**config.mk**
```make
export PLATFORM = sky130hd
export DESIGN_NAME = murmur2_key_hash_bucket
export DESIGN_NICKNAME = d
export VERILOG_FILES = /design/src/rtl/core/mh2b_pkg.sv /design/src/rtl/core/mh2b_mul.sv /design/src/rtl/core/mh2b_div.sv /design/src/rtl/core/murmur2_key_hash_bucket.sv
export SDC_FILE = /design/constraint.sdc
export NUM_CORES = 1
export LEC_CHECK = 0
export BUFFER_PORTS_ARGS = -buffer_cell sky130_fd_sc_hd__buf_2
export CORE_MARGIN = 8
export CORE_UTILIZATION = 35
export CTS_BUF_LIST = sky130_fd_sc_hd__clkbuf_16
export DETAILED_ROUTE_END_ITERATION = 16
export HOLD_SLACK_MARGIN = 0.02
export PLACE_DENSITY_LB_ADDON = 0.2
export SETUP_SLACK_MARGIN = 0.15
export SLEW_MARGIN = 10
export SYNTH_ARGS = -nofsm -noshare
export SYNTH_HDL_FRONTEND = slang
export SYNTH_HIERARCHICAL = 1
export SYNTH_SLANG_ARGS = --single-unit
```
**constraint.sdc**
```tcl
create_clock -name i_clk -period 7.54 [get_ports i_clk]
set_clock_uncertainty 0.05 [all_clocks]
set_input_delay 0.754 -clock i_clk [delete_from_list [all_inputs] [get_ports i_clk]]
set_output_delay 0.754 -clock i_clk [all_outputs]
set_load 0.02 [all_outputs]
```
**src/rtl/core/mh2b_pkg.sv**
```systemverilog
`timescale 1ns / 1ps
// ----------------------------------------------------------------------------
// mh2b_pkg
// Shared constants and types for the MurmurHash2 key hasher with bucket
// reduction.
// ----------------------------------------------------------------------------
package mh2b_pkg;

    localparam logic [31:0] C_HASH_SEED  = 32'd5381;
    localparam logic [31:0] C_HASH_MULT  = 32'h5bd1e995;
    localparam int unsigned C_WORD_SHIFT = 24;
    localparam int unsigned C_FIN_SHIFT_A = 13;
    localparam int unsigned C_FIN_SHIFT_B = 15;

    localparam int unsigned C_BCNT_W   = 17;
    localparam logic [C_BCNT_W-1:0] C_BCNT_RESET = 17'd1024;
    localparam int unsigned C_BIDX_W   = 16;
    localparam int unsigned C_DIV_CNT_W = 5;

    typedef enum logic [3:0] {
        S_IDLE,
        S_MUL_K1,
        S_MUL_K2,
        S_MUL_H,
        S_MIX_H,
        S_TAIL,
        S_TAIL_WB,
        S_FIN,
        S_FIN_WB,
        S_DIV,
        S_OUT
    } t_state;

    typedef struct packed {
        logic busy;
        logic done;
    } t_div_sts;

endpackage

```
**src/rtl/core/mh2b_mul.sv**
```systemverilog
`timescale 1ns / 1ps
// ----------------------------------------------------------------------------
// mh2b_mul
// Shared multiplier: registered low 32 bits of operand times the hash
// multiplier constant.
// ----------------------------------------------------------------------------
module mh2b_mul (
    input  logic        i_clk,
    input  logic [31:0] i_opnd,
    output logic [31:0] o_prod
);
    import mh2b_pkg::*;

    logic [63:0] w_full;
    logic [31:0] r_prod;

    assign w_full = {32'd0, i_opnd} * {32'd0, C_HASH_MULT};

    always_ff @(posedge i_clk) begin
        r_prod <= w_full[31:0];
    end

    assign o_prod = r_prod;

endmodule

```
**src/rtl/core/mh2b_div.sv**
```systemverilog
`timescale 1ns / 1ps
// ----------------------------------------------------------------------------
// mh2b_div
// Restoring remainder unit: 32-bit dividend by 17-bit divisor, one quotient
// bit per cycle.
// ----------------------------------------------------------------------------
module mh2b_div (
    input  logic                      i_clk,
    input  logic                      i_rst_n,
    input  logic                      i_start,
    input  logic [31:0]               i_dividend,
    input  logic [mh2b_pkg::C_BCNT_W-1:0] i_divisor,
    output mh2b_pkg::t_div_sts        o_sts,
    output logic [mh2b_pkg::C_BCNT_W-1:0] o_rem
);
    import mh2b_pkg::*;

    logic                   r_busy, n_busy;
    logic                   r_done, n_done;
    logic [C_DIV_CNT_W-1:0] r_cnt, n_cnt;
    logic [31:0]            r_quo, n_quo;
    logic [C_BCNT_W-1:0]    r_rem, n_rem;
    logic [C_BCNT_W-1:0]    r_div, n_div;

    logic [C_BCNT_W:0] w_sh;
    logic [C_BCNT_W:0] w_diff;
    logic              w_ge;

    assign w_sh   = {r_rem, r_quo[31]};
    assign w_ge   = w_sh >= {1'b0, r_div};
    assign w_diff = w_sh - {1'b0, r_div};

    always_comb begin
        n_busy = r_busy;
        n_done = 1'b0;
        n_cnt  = r_cnt;
        n_quo  = r_quo;
        n_rem  = r_rem;
        n_div  = r_div;
        if (i_start) begin
            n_busy = 1'b1;
            n_cnt  = '1;
            n_quo  = i_dividend;
            n_rem  = '0;
            n_div  = i_divisor;
        end else if (r_busy) begin
            n_quo = {r_quo[30:0], w_ge};
            n_rem = w_ge ? w_diff[C_BCNT_W-1:0] : w_sh[C_BCNT_W-1:0];
            n_cnt = r_cnt - 1'b1;
            if (r_cnt == '0) begin
                n_busy = 1'b0;
                n_done = 1'b1;
            end
        end
    end

    always_ff @(posedge i_clk) begin
        if (!i_rst_n) begin
            r_busy <= 1'b0;
            r_done <= 1'b0;
            r_cnt  <= '0;
        end else begin
            r_busy <= n_busy;
            r_done <= n_done;
            r_cnt  <= n_cnt;
        end
        r_quo <= n_quo;
        r_rem <= n_rem;
        r_div <= n_div;
    end

    assign o_sts.busy = r_busy;
    assign o_sts.done = r_done;
    assign o_rem      = r_rem;

endmodule

```
**src/rtl/core/murmur2_key_hash_bucket.sv**
```systemverilog
`timescale 1ns / 1ps
// ----------------------------------------------------------------------------
// murmur2_key_hash_bucket
// Streaming MurmurHash2 (32-bit, seed 5381) key hasher with bucket index.
// ----------------------------------------------------------------------------
// Keys arrive one little-endian word per request; the first request carries
// the key length, the last one produces hash_value and the low 16 bits of
// hash_value modulo bucket_count. One request is processed at a time and
// o_ready is high only when idle. All multiplications share one registered
// multiplier and run one after another. The last word then passes through
// the finalize states and the bit-serial remainder unit (skipped, giving 0,
// when bucket_count is zero), after which the result is held until
// taken. bucket_count is written only while idle (o_cfg_ready).
module murmur2_key_hash_bucket (
    input  logic                          i_clk,
    input  logic                          i_rst_n,
    input  logic                          i_valid,
    output logic                          o_ready,
    input  logic [31:0]                   i_key_word,
    input  logic [2:0]                    i_valid_bytes,
    input  logic                          i_first_word,
    input  logic                          i_last_word,
    input  logic [15:0]                   i_key_length,
    output logic                          o_valid,
    input  logic                          i_ready,
    output logic [31:0]                   o_hash_value,
    output logic [mh2b_pkg::C_BIDX_W-1:0] o_bucket_index,
    input  logic                          i_cfg_valid,
    output logic                          o_cfg_ready,
    input  logic [mh2b_pkg::C_BCNT_W-1:0] i_cfg_bucket_count
);
    import mh2b_pkg::*;

    t_state              r_state, n_state;
    logic [C_BCNT_W-1:0] r_bucket_count;
    logic [31:0]         r_word, n_word;
    logic [1:0]          r_nbytes, n_nbytes;
    logic                r_last, n_last;
    logic [31:0]         r_hash, n_hash;
    logic [31:0]         r_k, n_k;
    logic [31:0]         r_hash_out, n_hash_out;
    logic [C_BIDX_W-1:0] r_bucket, n_bucket;

    logic [31:0]         w_opnd;
    logic [31:0]         w_prod;
    logic [31:0]         w_tail_mask;
    logic [31:0]         w_fin;
    logic                w_div_start;
    t_div_sts            w_div_sts;
    logic [C_BCNT_W-1:0] w_div_rem;

    mh2b_mul u_mul (
        .i_clk  (i_clk),
        .i_opnd (w_opnd),
        .o_prod (w_prod)
    );

    mh2b_div u_div (
        .i_clk      (i_clk),
        .i_rst_n    (i_rst_n),
        .i_start    (w_div_start),
        .i_dividend (w_fin),
        .i_divisor  (r_bucket_count),
        .o_sts      (w_div_sts),
        .o_rem      (w_div_rem)
    );

    assign w_fin = w_prod ^ (w_prod >> C_FIN_SHIFT_B);

    always_comb begin
        case (r_nbytes)
            2'd1:    w_tail_mask = 32'h0000_00ff;
            2'd2:    w_tail_mask = 32'h0000_ffff;
            2'd3:    w_tail_mask = 32'h00ff_ffff;
            default: w_tail_mask = 32'h0000_0000;
        endcase
    end

    always_comb begin
        n_state     = r_state;
        n_word      = r_word;
        n_nbytes    = r_nbytes;
        n_last      = r_last;
        n_hash      = r_hash;
        n_k         = r_k;
        n_hash_out  = r_hash_out;
        n_bucket    = r_bucket;
        w_opnd      = r_hash;
        w_div_start = 1'b0;
        unique case (r_state)
            S_IDLE: begin
                if (i_valid) begin
                    n_word   = i_key_word;
                    n_nbytes = i_valid_bytes[1:0];
                    n_last   = i_last_word;
                    if (i_first_word) begin
                        n_hash = C_HASH_SEED ^ {16'd0, i_key_length};
                    end
                    if (i_valid_bytes[2]) begin
                        n_state = S_MUL_K1;
                    end else if (i_valid_bytes[1:0] != 2'd0) begin
                        n_state = S_TAIL;
                    end else if (i_last_word) begin
                        n_state = S_FIN;
                    end
                end
            end
            S_MUL_K1: begin
                w_opnd  = r_word;
                n_state = S_MUL_K2;
            end
            S_MUL_K2: begin
                w_opnd  = w_prod ^ (w_prod >> C_WORD_SHIFT);
                n_state = S_MUL_H;
            end
            S_MUL_H: begin
                // hold the mixed key word while h is multiplied
                w_opnd  = r_hash;
                n_k     = w_prod;
                n_state = S_MIX_H;
            end
            S_MIX_H: begin
                n_hash  = w_prod ^ r_k;
                n_state = r_last ? S_FIN : S_IDLE;
            end
            S_TAIL: begin
                w_opnd  = r_hash ^ (r_word & w_tail_mask);
                n_state = S_TAIL_WB;
            end
            S_TAIL_WB: begin
                n_hash  = w_prod;
                n_state = r_last ? S_FIN : S_IDLE;
            end
            S_FIN: begin
                w_opnd  = r_hash ^ (r_hash >> C_FIN_SHIFT_A);
                n_state = S_FIN_WB;
            end
            S_FIN_WB: begin
                n_hash_out = w_fin;
                if (r_bucket_count == '0) begin
                    n_bucket = '0;
                    n_state  = S_OUT;
                end else begin
                    w_div_start = 1'b1;
                    n_state     = S_DIV;
                end
            end
            S_DIV: begin
                if (w_div_sts.done) begin
                    n_bucket = w_div_rem[C_BIDX_W-1:0];
                    n_state  = S_OUT;
                end
            end
            S_OUT: begin
                if (i_ready) begin
                    n_state = S_IDLE;
                end
            end
            default: n_state = S_IDLE;
        endcase
    end

    always_ff @(posedge i_clk) begin
        if (!i_rst_n) begin
            r_state        <= S_IDLE;
            r_hash         <= '0;
            r_bucket_count <= C_BCNT_RESET;
        end else begin
            r_state <= n_state;
            r_hash  <= n_hash;
            if (i_cfg_valid && o_cfg_ready) begin
                r_bucket_count <= i_cfg_bucket_count;
            end
        end
        r_word     <= n_word;
        r_nbytes   <= n_nbytes;
        r_last     <= n_last;
        r_k        <= n_k;
        r_hash_out <= n_hash_out;
        r_bucket   <= n_bucket;
    end

    assign o_ready        = (r_state == S_IDLE);
    assign o_cfg_ready    = (r_state == S_IDLE);
    assign o_valid        = (r_state == S_OUT);
    assign o_hash_value   = r_hash_out;
    assign o_bucket_index = r_bucket;

`ifndef NO_ASSERTIONS
    a_div_done_in_div: assert property (@(posedge i_clk) disable iff (!i_rst_n)
        w_div_sts.done |-> (r_state == S_DIV))
        else $error("remainder unit finished outside the divide state");

    a_bucket_in_range: assert property (@(posedge i_clk) disable iff (!i_rst_n)
        (o_valid && (r_bucket_count != '0)) |-> ({1'b0, o_bucket_index} < r_bucket_count))
        else $error("bucket index not below bucket count");

    a_result_source: assert property (@(posedge i_clk) disable iff (!i_rst_n)
        $rose(o_valid) |-> ($past(r_state) == S_FIN_WB || $past(r_state) == S_DIV))
        else $error("result raised without finalize or divide");

    a_no_div_when_idle: assert property (@(posedge i_clk) disable iff (!i_rst_n)
        o_ready |-> !w_div_sts.busy)
        else $error("remainder unit busy while accepting requests");
`endif

endmodule

```
Word-level counts from Yosys, hierarchy flattened
Index checks and enable logic that the tools add are counted.
{"block": "op_classes", "add_sub_neg": 2, "n_mul": 1, "magnitude_cmp": 1, "n_eq_ne": 19, "n_mux": 28, "bitwise_logic": 9, "n_reduce_logical": 14}
{"operator": "$mux W32", "count": 4}
{"operator": "$pmux W32 S4", "count": 1}
{"operator": "$pmux W32 S3", "count": 1}
{"operator": "$pmux W24 S3", "count": 1}
{"operator": "$xor A32 B32 Y32", "count": 2}
{"operator": "$pmux W4 S10", "count": 1}
{"operator": "$and A32 B32 Y32", "count": 1}
{"operator": "$mul A32 B31 Y32 const B", "count": 1}
{"operator": "$mux W16", "count": 2}
{"operator": "$pmux W16 S2", "count": 1}
{"operator": "$xor A32 B17 Y32", "count": 1}
{"operator": "$xor A32 B19 Y32", "count": 1}
{"operator": "$xor A32 B8 Y32", "count": 1}
{"operator": "$mux W4", "count": 6}
{"operator": "$ge A18 B17 Y1", "count": 1}
{"operator": "$logic_not A17 Y1", "count": 1}
{"operator": "$mux W17", "count": 1}
{"operator": "$sub A17 B17 Y17", "count": 1}
{"operator": "$eq A4 B3 Y1 const B", "count": 4}
{"operator": "$eq A4 B4 Y1 const B", "count": 3}
{"operator": "$mux W5", "count": 2}
{"operator": "$eq A4 B2 Y1 const B", "count": 2}
{"operator": "$mux W1", "count": 6}
{"operator": "$ne A2 B2 Y1 const B", "count": 3}
{"operator": "20 further kinds", "count": 26}
{"block": "word_totals", "register_bits": 273, "out_inout_bits": 51, "word_cells": 90}

Logic depth before layout (Yosys ltp)
{"block": "logic_depth", "depth_word": 6, "ltp_mapped": 31}

By module
The synthesis kept the hierarchy.
{"module": "mh2b_mul", "instances": 1, "cells_each": 998, "area_each_um2": 9678.0, "seq_area_each_um2": 640.6}
{"module": "murmur2_key_hash_bucket", "instances": 1, "cells_each": 723, "area_each_um2": 7871.3, "seq_area_each_um2": 4514.3}
{"module": "mh2b_div", "instances": 1, "cells_each": 352, "area_each_um2": 3902.5, "seq_area_each_um2": 1951.9}

Least setup slack after synthesis
No wires, ideal clock.
{"block": "synth_path", "path_kind": "register -> register", "startpoint": "register r_state[2]", "endpoint": "register u_mul.r_prod[31] (netlist: u_mul/o_prod[31])", "setup_time_ns": 0.120, "t_arrival_ns": 7.797, "required_ns": 7.370, "setup_slack_ns": -0.427, "stages_incl_launch_ff": 27, "n_path_buf": 2, "synth_period_minus_slack_ns": 7.967, "cell_sequence": "dfxtp_1 > buf_4 > nand2_2 > nor3b_4 > buf_4 > a22oi_1 > o211ai_1 > inv_1 > fa_1 > inv_1 > fa_1 > fa_1 > fa_1 > inv_1 > fa_1 > fa_1 > inv_1 > fa_1 > inv_1 > fa_1 > xnor2_1 > xnor2_1 > xnor2_1 > xnor3_1 > xnor2_1 > nor2_1 > a211o_1"}
{"block": "synth_between", "elab_chain_len": 3, "word_cells_on_any_way": 6}
{"element": "from (decl)", "line": "murmur2_key_hash_bucket.sv:34", "source": "t_state r_state, n_state;"}
{"element": "from (signal assigned)", "line": "murmur2_key_hash_bucket.sv:169", "source": "r_state <= n_state;"}
{"element": "$eq A4 B3 Y1, or another cell as far along", "line": "murmur2_key_hash_bucket.sv:90", "source": "unique case (r_state)"}
{"element": "$pmux W32 S4 *", "line": "murmur2_key_hash_bucket.sv:90"}
{"element": "net w_opnd[6]", "line": "murmur2_key_hash_bucket.sv:44", "source": "logic [31:0] w_opnd;"}
{"element": "$mul A32 B31 Y32 *", "line": "mh2b_mul.sv:17", "source": "assign w_full = {32'd0, i_opnd} * {32'd0, C_HASH_MULT};"}
{"element": "net u_mul.w_full[31]", "line": "mh2b_mul.sv:14", "source": "logic [63:0] w_full;"}
{"element": "to (signal assigned)", "line": "mh2b_mul.sv:20", "source": "r_prod <= w_full[31:0];"}
{"element": "to (decl)", "line": "mh2b_mul.sv:15", "source": "logic [31:0] r_prod;"}
The timed path passes the listed nets; every way through them passes the cells marked *.
A chain may end at the register's enable or synchronous reset.

Final worst setup path
Ends and elaborated chain as after synthesis.

==> flow_summary.json <==
{
  "status": "finished with violations",
  "violations": "setup timing",
  "drv_slew": 0,
  "floorplan.initialDensity_pct": 35.46,
  "setup.worst_path.class": "flip-flop to flip-flop",
  "gp_congestion": 0.9126,
  "slowest_stage": "fa_1",
  "overflow": 0,
  "grt_pass1_vias": 16800,
  "num_rows": 90,
  "layout_min_cycle_time_ns": 7.553,
  "place_ws_ns": -0.1302,
  "grt_start_max_net_pins": 63,
  "rsz0062_at_grt": "true",
  "routed_wl_mm": 68.10,
  "cts_max_level": 2,
  "vias": 16210,
  "cts_sinks": 273,
  "viasPerCell": 5.072,
  "busiest_layer": "met2",
  "grt_usage_pct": 19.16,
  "coreArea_um2": 60470,
  "design_area_um2": 26870,
  "arrival_ns": 7.94,
  "cp-start-kind": "flip-flop",
  "fmax_mhz": 132.4,
  "cts_tree": "yes",
  "fin_util_pct": 44.43,
  "path_common_cell": "fa_1",
  "whs_ns": 0.3251,
  "clock_path_buffers": 3,
  "antenna_found_initial": 0,
  "fin_crit_sh_pct": 100.2,
  "die_w_um": 263.5,
  "die_area_um2": 69450,
  "yosysWarningCount": 6,
  "hold_buffers": 0,
  "cp_max_fo": 6,
  "layout-drive-gt1-share_pct": 24.97,
  "grtUsageMet2_pct": 30.99,
  "dr.first_iter.drc_count": 1229,
  "setup_viol": 1,
  "route.detailed.drc": 0,
  "clk_pin_slew_worst_paths_ns": 0.07,
  "syn_nets": 2564,
  "maxSlewHeadroom_pct": 17.23,
  "syn_area_um2": 21440,
  "worstMarginPinSlew_ns": 1.240,
  "hp-class": "input port to flip-flop",
  "drtAntennaViolNets": 0,
  "final_hold_viol_count": 0,
  "grt_pass1_wl_mm": 102.5,
  "drv_cap": 0,
  "use_met1_pct": 25.56,
  "area_growth_pct": 25.28,
  "slowest_delay_ns": 0.57,
  "fin_nets": 2881,
  "wl_per_cell_um": 21.30,
  "cts_buffers": 34,
  "ioPinCount": 126,
  "worst_slack_ns": -0.01284,
  "use_met3_pct": 3.244,
  "placed_area_um2": 24160,
  "crit_path_end_kind": "flip-flop",
  "fillCellCount": 5655,
  "diodes": 0,
  "synthCells": 2072,
  "cts-root-buf": "clkbuf_16",
  "dieHeight_um": 263.5,
  "dp_hpwl_mm": 51.69,
  "numPortBuffers": 125,
  "postSynthAreaPerCell_um2": 10.35,
  "critPathRequiredTime_ns": 7.92,
  "clkLatencyLatePin_ns": 0.55,
  "dr.pass1.iters": 6
}
==> path summary, 6_finish.rpt <==
path	startpoint	to	slack (ns)	cells past startpoint
worst max-delay path	r_state[2]	u_mul/o_prod[31]	-0.01	31
worst min-delay path	i_key_word[10]	r_word[10]	0.33	1
worst max register to register	r_state[2]	u_mul/o_prod[31]	-0.01	31
worst min register to register	r_bucket_count[8]	u_div/r_div[8]	0.41	0
==> flip-flops by register name, indices dropped and copies added (netlist names) <==
register and count:
r_hash 32, o_bucket_index 16, r_nbytes 2, u_mul/o_prod 32, u_div/r_cnt 5, u_div/o_rem 17, u_div/r_busy 1, o_hash_value 32
u_div/r_div 17, r_last 1, u_div/r_done 1, r_state 4, r_bucket_count 17, r_word 32, u_div/r_quo 32, r_k 32
==> cells in the final DEF, fill, tap and decap left out, types with 15 or more instances in the layout <==
cell type  instances
ha_4              41
dfxtp_1          105
edfxtp_1         164
and2_1            20
nor2_1            77
o21ai_0           25
ha_1             178
nor2b_1           19
fa_1             178
buf_2            125
xor2_1            40
inv_1            399
buf_4            173
mux2_2            31
a21o_1            15
ha_2              16
buf_12            15
buf_6             24
clkbuf_16         37
inv_2             32
nor3_1            20
nand2_1          119
nand2b_1          28
xnor2_1           86
nand3_1           28
a21oi_1           73
o211ai_1          27
o21ai_1           24
a22oi_1           50
==> stage by stage <==
| step | TNS [ns] | cells |
|---|---|---|
| after floorplan | 0 | 2072 |
| after global placement | -0.04523 | 3056 |
| after detailed placement | -0.2204 | 3056 |
| after CTS | 0 | 3172 |
| after global routing | -0.4314 | 3197 |
| final | -0.01284 | 3197 |
==> critical path, delay by kind of cell (launching register included) <==
kind | cells | cell delay (ns)
buffers and inverters | 11 | 1.10
adders and majority gates | 9 | 3.70
DFF | 1 | 0.35
and+or+nand+nor | 2 | 0.22
AOI/OAI and AO/OA | 9 | 2.00
==> per-layer routing <==
metal	part of all wire, %	vias up	wire [µm]
met3	6.4	135	4329
met5	0	-	0
met2	46	555	31190
li1	-	7544	-
met4	3.8	0	2572
met1	44	7980	30000
==> repair_timing <==
action | 4_1_cts | 5_1_grt
pin swaps | 82 | 67
gates cloned | 4 | 0
buffers inserted | 50 | 25
setup endpoints to repair | 6 | 9
resized for setup | 109 | 69
==> area by class of cell <==
cell class / instances / area [µm²] / area share [%]
Clock buffer: 34 / 850.8 / 3.167
Tap cell: 782 / 978.4 / 3.642
Clock inverter: 28 / 200.2 / 0.7452
Inverter: 423 / 1595 / 5.938
Timing Repair Buffer: 347 / 2753 / 10.25
Multi-Input combinational cell: 1310 / 13370 / 49.76
Sequential cell: 273 / 7119 / 26.50
Power is left out: the tool's default activity adds up to more than one toggle a clock period on the data nets, which glitch-free logic cannot reach.
